==> config.mk <==
export PLATFORM = sky130hd
export DESIGN_NAME = bounded_fifo_reject_drain
export DESIGN_NICKNAME = d
export VERILOG_FILES = /design/src/rtl/core/bfrd_pkg.sv /design/src/rtl/core/bfrd_ram.sv /design/src/rtl/core/bounded_fifo_reject_drain.sv
export SDC_FILE = /design/constraint.sdc
export NUM_CORES = 2
export LEC_CHECK = 0
export BUFFER_PORTS_ARGS = -buffer_cell sky130_fd_sc_hd__buf_2
export CAP_MARGIN = 20
export CORE_UTILIZATION = 56
export DETAILED_ROUTE_END_ITERATION = 10
export PLACE_DENSITY = 0.74
export SETUP_SLACK_MARGIN = 0.5
export SYNTH_ARGS = -nofsm -noshare
export SYNTH_HDL_FRONTEND = slang
export SYNTH_SLANG_ARGS = --single-unit
==> constraint.sdc <==
create_clock -name clk -period 4.1 [get_ports clk]
set_clock_uncertainty 0.1 [all_clocks]
set_input_delay 0.41 -clock clk [delete_from_list [all_inputs] [get_ports clk]]
set_output_delay 0.41 -clock clk [all_outputs]
set_load 0.005 [all_outputs]
==> src/rtl/core/bfrd_pkg.sv <==
// Shared types and constants for the bounded command FIFO with reject on full.
// Used by bounded_fifo_reject_drain; depends on nothing else.
`default_nettype none

package bfrd_pkg;

  localparam int unsigned CNT_W  = 7;
  localparam int unsigned TOT_W  = 32;
  localparam int unsigned PORT_W = 32;

  localparam logic [CNT_W-1:0] CAP_RESET = 7'd64;

  localparam logic KIND_PUSH  = 1'b0;
  localparam logic KIND_DRAIN = 1'b1;

  typedef struct packed {
    logic              push_accepted;
    logic              has_command;
    logic [PORT_W-1:0] drained_word;
    logic              last_of_run;
    logic [CNT_W-1:0]  occupancy;
    logic [CNT_W-1:0]  peak_occupancy;
    logic [TOT_W-1:0]  accepted_total;
    logic [TOT_W-1:0]  rejected_total;
    logic [TOT_W-1:0]  drained_total;
  } result_t;

endpackage

`default_nettype wire

==> src/rtl/core/bfrd_ram.sv <==
// Generic single-write, single-read RAM with a registered read port.
// Self-contained; instantiated by bounded_fifo_reject_drain.
`default_nettype none

module bfrd_ram #(
  parameter int unsigned WIDTH = 32,
  parameter int unsigned DEPTH = 64
) (
  input  wire logic                     clk,
  input  wire logic                     wr_en,
  input  wire logic [$clog2(DEPTH)-1:0] wr_addr,
  input  wire logic [WIDTH-1:0]         wr_data,
  input  wire logic [$clog2(DEPTH)-1:0] rd_addr,
  output logic      [WIDTH-1:0]         rd_data
);

  logic [WIDTH-1:0] mem [DEPTH];

  always_ff @(posedge clk) begin
    if (wr_en) begin
      mem[wr_addr] <= wr_data;
    end
    rd_data <= mem[rd_addr];
  end

endmodule

`default_nettype wire

==> src/rtl/core/bounded_fifo_reject_drain.sv <==
// Bounded command FIFO with reject on full and whole-queue drain.
// A push or an empty drain yields one result beat, registered and shown in the cycle after start.
// A drain of N entries keeps busy high while it runs and yields N beats, one per cycle,
// paced by the registered read port of the entry RAM.
// The result strobe cannot be stalled. Synchronous reset clears pointers, counts, counters
// and sets the capacity to 64; the entry RAM is not cleared. Depends on bfrd_pkg, bfrd_ram.
`default_nettype none

module bounded_fifo_reject_drain #(
  parameter int unsigned QUEUE_DEPTH = 64,
  parameter int unsigned WORD_WIDTH  = 32
) (
  input  wire logic                             clk,
  input  wire logic                             rst_n,
  input  wire logic                             start,
  output logic                                  busy,
  input  wire logic                             in_kind,
  input  wire logic [bfrd_pkg::PORT_W-1:0]      in_command_word,
  output logic                                  out_valid,
  output logic                                  out_push_accepted,
  output logic                                  out_has_command,
  output logic      [bfrd_pkg::PORT_W-1:0]      out_drained_word,
  output logic                                  out_last_of_run,
  output logic      [bfrd_pkg::CNT_W-1:0]       out_occupancy,
  output logic      [bfrd_pkg::CNT_W-1:0]       out_peak_occupancy,
  output logic      [bfrd_pkg::TOT_W-1:0]       out_accepted_total,
  output logic      [bfrd_pkg::TOT_W-1:0]       out_rejected_total,
  output logic      [bfrd_pkg::TOT_W-1:0]       out_drained_total,
  input  wire logic                             cfg_valid,
  output logic                                  cfg_ready,
  input  wire logic [bfrd_pkg::CNT_W-1:0]       cfg_capacity_limit
);

  localparam int unsigned PTR_W   = $clog2(QUEUE_DEPTH);
  localparam int unsigned STORE_W = (WORD_WIDTH < bfrd_pkg::PORT_W) ? WORD_WIDTH
                                                                   : bfrd_pkg::PORT_W;
  localparam logic [bfrd_pkg::CNT_W-1:0] DEPTH_C = bfrd_pkg::CNT_W'(QUEUE_DEPTH);
  localparam logic [PTR_W-1:0]           LAST_P  = PTR_W'(QUEUE_DEPTH - 1);

  typedef enum logic [0:0] {ST_IDLE, ST_DRAIN} state_t;

  state_t                        state_r, state_nxt;
  logic [PTR_W-1:0]              head_r, head_nxt;
  logic [PTR_W-1:0]              tail_r, tail_nxt;
  logic [bfrd_pkg::CNT_W-1:0]    count_r, count_nxt;
  logic [bfrd_pkg::CNT_W-1:0]    peak_r, peak_nxt;
  logic [bfrd_pkg::TOT_W-1:0]    acc_r, acc_nxt;
  logic [bfrd_pkg::TOT_W-1:0]    rej_r, rej_nxt;
  logic [bfrd_pkg::TOT_W-1:0]    drn_r, drn_nxt;
  logic [bfrd_pkg::CNT_W-1:0]    cap_r, cap_nxt;
  logic                          out_valid_r, out_valid_nxt;
  bfrd_pkg::result_t             out_r, out_nxt;

  logic [bfrd_pkg::CNT_W-1:0]    cap_eff;
  logic                          in_take;
  logic                          wr_en;
  logic [STORE_W-1:0]            rd_data;

  function automatic logic [PTR_W-1:0] ptr_inc(input logic [PTR_W-1:0] p);
    ptr_inc = (p == LAST_P) ? '0 : p + 1'b1;
  endfunction

  assign busy      = (state_r != ST_IDLE);
  assign in_take   = start && !busy;
  assign cfg_ready = 1'b1;
  assign cap_eff   = (cap_r > DEPTH_C) ? DEPTH_C : cap_r;

  bfrd_ram #(
    .WIDTH (STORE_W),
    .DEPTH (QUEUE_DEPTH)
  ) u_store (
    .clk     (clk),
    .wr_en   (wr_en),
    .wr_addr (tail_r),
    .wr_data (STORE_W'(in_command_word)),
    .rd_addr (head_nxt),
    .rd_data (rd_data)
  );

  always_comb begin
    state_nxt     = state_r;
    head_nxt      = head_r;
    tail_nxt      = tail_r;
    count_nxt     = count_r;
    peak_nxt      = peak_r;
    acc_nxt       = acc_r;
    rej_nxt       = rej_r;
    drn_nxt       = drn_r;
    cap_nxt       = (cfg_valid && cfg_ready) ? cfg_capacity_limit : cap_r;
    out_valid_nxt = 1'b0;
    out_nxt       = out_r;
    wr_en         = 1'b0;

    case (state_r)
      ST_IDLE: begin
        if (in_take) begin
          out_nxt.push_accepted = 1'b0;
          out_nxt.has_command   = 1'b0;
          out_nxt.drained_word  = '0;
          out_nxt.last_of_run   = 1'b1;
          if (in_kind == bfrd_pkg::KIND_PUSH) begin
            out_valid_nxt = 1'b1;
            if (count_r < cap_eff) begin
              wr_en     = 1'b1;
              tail_nxt  = ptr_inc(tail_r);
              count_nxt = count_r + 1'b1;
              acc_nxt   = acc_r + 1'b1;
              if (count_nxt > peak_r) begin
                peak_nxt = count_nxt;
              end
              out_nxt.push_accepted = 1'b1;
            end else begin
              rej_nxt = rej_r + 1'b1;
            end
          end else if (count_r == '0) begin
            out_valid_nxt = 1'b1;
          end else begin
            state_nxt = ST_DRAIN;
          end
        end
      end
      ST_DRAIN: begin
        head_nxt              = ptr_inc(head_r);
        count_nxt             = count_r - 1'b1;
        drn_nxt               = drn_r + 1'b1;
        out_valid_nxt         = 1'b1;
        out_nxt.push_accepted = 1'b0;
        out_nxt.has_command   = 1'b1;
        out_nxt.drained_word  = bfrd_pkg::PORT_W'(rd_data);
        out_nxt.last_of_run   = (count_r == 7'd1);
        if (count_r == 7'd1) begin
          state_nxt = ST_IDLE;
        end
      end
      default: begin
        state_nxt = ST_IDLE;
      end
    endcase

    out_nxt.occupancy      = count_nxt;
    out_nxt.peak_occupancy = peak_nxt;
    out_nxt.accepted_total = acc_nxt;
    out_nxt.rejected_total = rej_nxt;
    out_nxt.drained_total  = drn_nxt;
  end

  always_ff @(posedge clk) begin
    if (!rst_n) begin
      state_r     <= ST_IDLE;
      head_r      <= '0;
      tail_r      <= '0;
      count_r     <= '0;
      peak_r      <= '0;
      acc_r       <= '0;
      rej_r       <= '0;
      drn_r       <= '0;
      cap_r       <= bfrd_pkg::CAP_RESET;
      out_valid_r <= 1'b0;
    end else begin
      state_r     <= state_nxt;
      head_r      <= head_nxt;
      tail_r      <= tail_nxt;
      count_r     <= count_nxt;
      peak_r      <= peak_nxt;
      acc_r       <= acc_nxt;
      rej_r       <= rej_nxt;
      drn_r       <= drn_nxt;
      cap_r       <= cap_nxt;
      out_valid_r <= out_valid_nxt;
    end
    out_r <= out_nxt;
  end

  assign out_valid          = out_valid_r;
  assign out_push_accepted  = out_r.push_accepted;
  assign out_has_command    = out_r.has_command;
  assign out_drained_word   = out_r.drained_word;
  assign out_last_of_run    = out_r.last_of_run;
  assign out_occupancy      = out_r.occupancy;
  assign out_peak_occupancy = out_r.peak_occupancy;
  assign out_accepted_total = out_r.accepted_total;
  assign out_rejected_total = out_r.rejected_total;
  assign out_drained_total  = out_r.drained_total;

  a_drain_nonempty: assert property (@(posedge clk) disable iff (!rst_n)
    (state_r == ST_DRAIN) |-> (count_r != '0))
    else $error("Drain state entered with an empty queue.");

  a_count_bound: assert property (@(posedge clk) disable iff (!rst_n)
    (count_r <= DEPTH_C) && (peak_r >= count_r))
    else $error("Occupancy exceeds depth or watermark.");

  a_push_beat: assert property (@(posedge clk) disable iff (!rst_n)
    (in_take && (in_kind == bfrd_pkg::KIND_PUSH)) |=> (out_valid_r && out_r.last_of_run))
    else $error("Push did not produce a single result beat.");

  a_drain_last: assert property (@(posedge clk) disable iff (!rst_n)
    (out_valid_r && out_r.has_command) |-> (out_r.last_of_run == (out_r.occupancy == '0)))
    else $error("Drain last mark disagrees with occupancy.");

  a_tail_track: assert property (@(posedge clk) disable iff (!rst_n)
    (state_r == ST_IDLE && count_r == '0) |-> (head_r == tail_r))
    else $error("Head and tail pointers differ on an empty queue.");

endmodule

`default_nettype wire
==> results.py <==
metrics = {
    "outcome": {
        "status": "completed",
    },
    "worst_setup_path": {
        "cpPeakStageDelay_ns": 0.50,
        "path_buf_inv": 2,
        "path_delay_family": "compound AO/OA/AOI/OAI gates",
        "crit_required_ns": 4.77,
        "cp_max_fo": 62,
        "path_cells": "buf_4 -> mux2i_4 -> buf_12 -> nand2_1 -> and3_1 -> a311oi_1 -> a311oi_2 -> o311a_1 -> a221oi_1",
        "crit_slowest_cell": "dfxtp_4",
        "critPathCaptureType": "register",
        "startpoint_type": "register",
        "worst-setup-path-type": "reg2reg",
        "arrival_ns": 4.24,
    },
    "logic_synthesis": {
        "ys_seq_area_share_pct": 75.3,
        "syn_inst": 5649,
        "async_reset_ff_share_pct": 0,
        "syn_area_mm2": 0.0903,
        "syn-num-nets": 5715,
        "yosys-top-cells-area": "edfxtp_1 69%, dfxtp_1 6.0%, mux4_2 4.2%, nand2_1 3.3%, mux2i_1 3.1%",
        "synth-seq-cells": 2356,
        "synth_edf_count": 2083,
        "synth_ff_type": "edfxtp_1",
        "yosysWarnings": 0,
        "netlist.area_leader.share_pct": 69.2,
        "postSynthAreaPerCell_um2": 16.0,
        "yosysTopAreaCell": "edfxtp_1",
        "yosysUniqueCellTypes": 75,
    },
    "place": {
        "dp.cells": 8032,
        "io_buffers": 190,
        "gp_congestion": 0.906,
        "hpwlAfterDp_mm": 153,
    },
    "route": {
        "post-route-drc-count": 0,
        "first_pass_iters": 9,
        "vias_per_cell": 6.52,
        "drtAntennaViolNets": 0,
        "dr_total_vias": 55500,
        "wl_per_cell_um": 30.7,
        "dr.first_iter.drc_count": 8321,
        "finalWirelength_mm": 261,
    },
    "layout": {
        "instances_no_fill": 8511,
        "multi_input_area_mm2": 0.0215,
        "syn_to_final_growth_pct": 16.4,
        "nFillCells": 10600,
        "drive_gt1_share_pct": 19.5,
        "seq_area_mm2": 0.0680,
        "fin_nets": 6216,
    },
    "sta": {
        "rsz0062_at_grt": "false",
        "slew_headroom_pct": 29.1,
        "tightest_slew_ns": 1.06,
        "slew_violations": 0,
        "holdWs_ns": 0.0489,
        "fin_crit_ns": 3.57,
        "fmax_mhz": 280,
        "hold_viol_final": 0,
        "finalCritPeriodShare_pct": 87.1,
        "setup_viol": 0,
    },
    "clocking": {
        "cts_root_buffer": "clkbuf_16",
        "clk_pin_slew_ns": 0.06,
        "cts_inserted_buffers": 224,
        "clock_sinks": 2356,
        "cts_tree": "done",
        "clockBufferDepth": 3,
        "clk_latency_ns": 0.90,
        "cts_max_level": 4,
    },
    "floorplan": {
        "coreArea_mm2": 0.160,
        "die_h_um": 404,
        "ios": 192,
        "rows": 147,
        "fp.dieW_um": 404,
        "start_util_pct": 56.3,
        "dieArea_mm2": 0.163,
    },
    "power_and_ir_drop": {
        "ir_worst_vdd_v": 0.000535,
        "p_per_area_mw_per_mm2": 618,
        "leakagePower_uw": 0.0370,
    },
    "global_route": {
        "grt_usage_pct": 31.8,
        "grt_first_pass_wirelength_mm": 370,
        "overflow": 0,
        "grt_pass1_vias": 53600,
        "grt_max_degree": 93,
        "grt_antenna_before_repair": 17,
    },
    "job": {
        "drv_cap": 0,
    },
    "hold_path": {
        "hp-class": "in2reg",
    },
}
## repair_timing
action	CTS	global route
endpoints found under the hold margin	299	32
pin swaps	2	6
buffers inserted	7	5
resized for setup	29	35
hold buffers	32	2
cloned	3	1
setup endpoints to repair	140	903
## cell usage in the layout, fill, tap and decap left out, types with 40 or more instances in the layout
cell	count
a211oi_1	80
a21oi_1	219
a311oi_1	47
a31oi_1	55
and2_1	167
and3_1	94
buf_12	77
buf_2	189
buf_4	296
clkbuf_1	55
clkbuf_16	229
clkinv_1	45
dfxtp_1	268
edfxtp_1	2083
mux2i_1	283
mux4_2	170
nand2_1	797
nand3_1	157
nor2_1	40
nor2_4	64
nor3_1	60
o21ai_0	63
o221ai_1	67
o22ai_1	84
xnor2_1	73
## registers in the layout (all words and copies together), names as in the netlist, 32 cells and up
name and cells:
u_store.mem 2048, rej_r 32, u_store.rd_data 32, drn_r 32, out_drained_word 32, out_drained_total 32, out_rejected_total 32, out_accepted_total 32
acc_r 32
## cell type report
| type | instances | area share [%] |
|---|---|---|
| Timing Repair Buffer | 615 | 5.10 |
| Antenna cell | 5 | 0.0119 |
| Multi-Input combinational cell | 2928 | 20.5 |
| Clock buffer | 303 | 5.86 |
| Inverter | 25 | 0.0892 |
| Clock inverter | 119 | 1.20 |
| Sequential cell | 2356 | 64.7 |
| Tap cell | 2160 | 2.57 |
## where the power goes
group | switching, uW | internal, uW
Combinational | 10100 | 7010
Sequential | 517 | 26700
Clock | 8990 | 11700
Total | 19600 | 45400
## cells in the mapped netlist (6+ instances only)
library cell  instances
a2111oi_0            14
nor2_1              105
xnor2_1              77
a22oi_1              20
o221a_2              12
dfxtp_1             273
o32ai_1              15
clkbuf_1            198
mux2_2               29
inv_1                25
a221oi_1             13
ha_1                 22
mux4_2              170
mux2i_1             284
nor2b_1              12
o211ai_1              6
and2_1              168
o311ai_0              7
a21o_1                9
o21bai_1             10
nor3_1               61
nand2_1             799
buf_1                23
and3_1               94
o211a_1               7
buf_4                35
nand3_1             157
xor2_1               37
a21oi_1             222
a31oi_1              57
or3_1                 6
nand4_1              38
a211o_1              10
buf_2                83
a211oi_1             83
o22ai_1              84
nor4_1               23
edfxtp_1           2083
a21boi_0             13
a311oi_1             51
o221ai_1             68
nand3b_1              6
o21ai_0              69
## cells by family after synthesis
| logic type | Yosys count | share of synthesized area, % |
|---|---|---|
| multiplexers | 483 | 7.75 |
| buffers and inverters | 368 | 1.82 |
| AND/OR/NAND/NOR | 1497 | 7.62 |
| AO/OA/AOI/OAI | 807 | 6.10 |
| other | 1 | 0.00415 |
| flip-flops | 2356 | 75.3 |
| adder cells (fa/ha/maj) | 22 | 0.305 |
| XOR/XNOR | 115 | 1.12 |
## stage by stage
step	total power (uW)	utilization (%)	TNS (ns)	instance area, um^2	worst slack, ns
6_report	64900	65.6	0	105000	0.529
5_1_grt	66800	65.6	0	105000	0.500
4_1_cts	64600	65.4	0	105000	0.491
3_5_place_dp	44000	60.4	-0.174	96900	-0.102
3_3_place_gp	43700	60.4	-0.150	96900	-0.150
2_1_floorplan	37800	-	0	90500	0.0247
## path summary, 6_finish.rpt
kind / to / slack [ns] / startpoint / cells past startpoint
hold / removal: u_store.mem[56][19]$_DFFE_PP_ / 0.05 / in_command_word[19] / 1
setup reg to reg: u_store.rd_data[17]$_DFF_P_ / 0.53 / busy$_SDFF_PN0_ / 9
hold reg to reg: out_accepted_total[31]$_DFF_P_ / 0.35 / acc_r[31]$_SDFF_PN0_ / 1
setup / recovery: u_store.rd_data[17]$_DFF_P_ / 0.53 / busy$_SDFF_PN0_ / 9
## layer usage
layer / track usage (%) / wire, um / vias up
met2: 48.6 / 119000 / 4214
met4: 14.8 / 12900 / 8
li1: - / - / 22900
met5: 0 / 60 / -
met1: 43.4 / 93700 / 27800
met3: 7.60 / 35700 / 663
(Power assumes the default switching activity.)
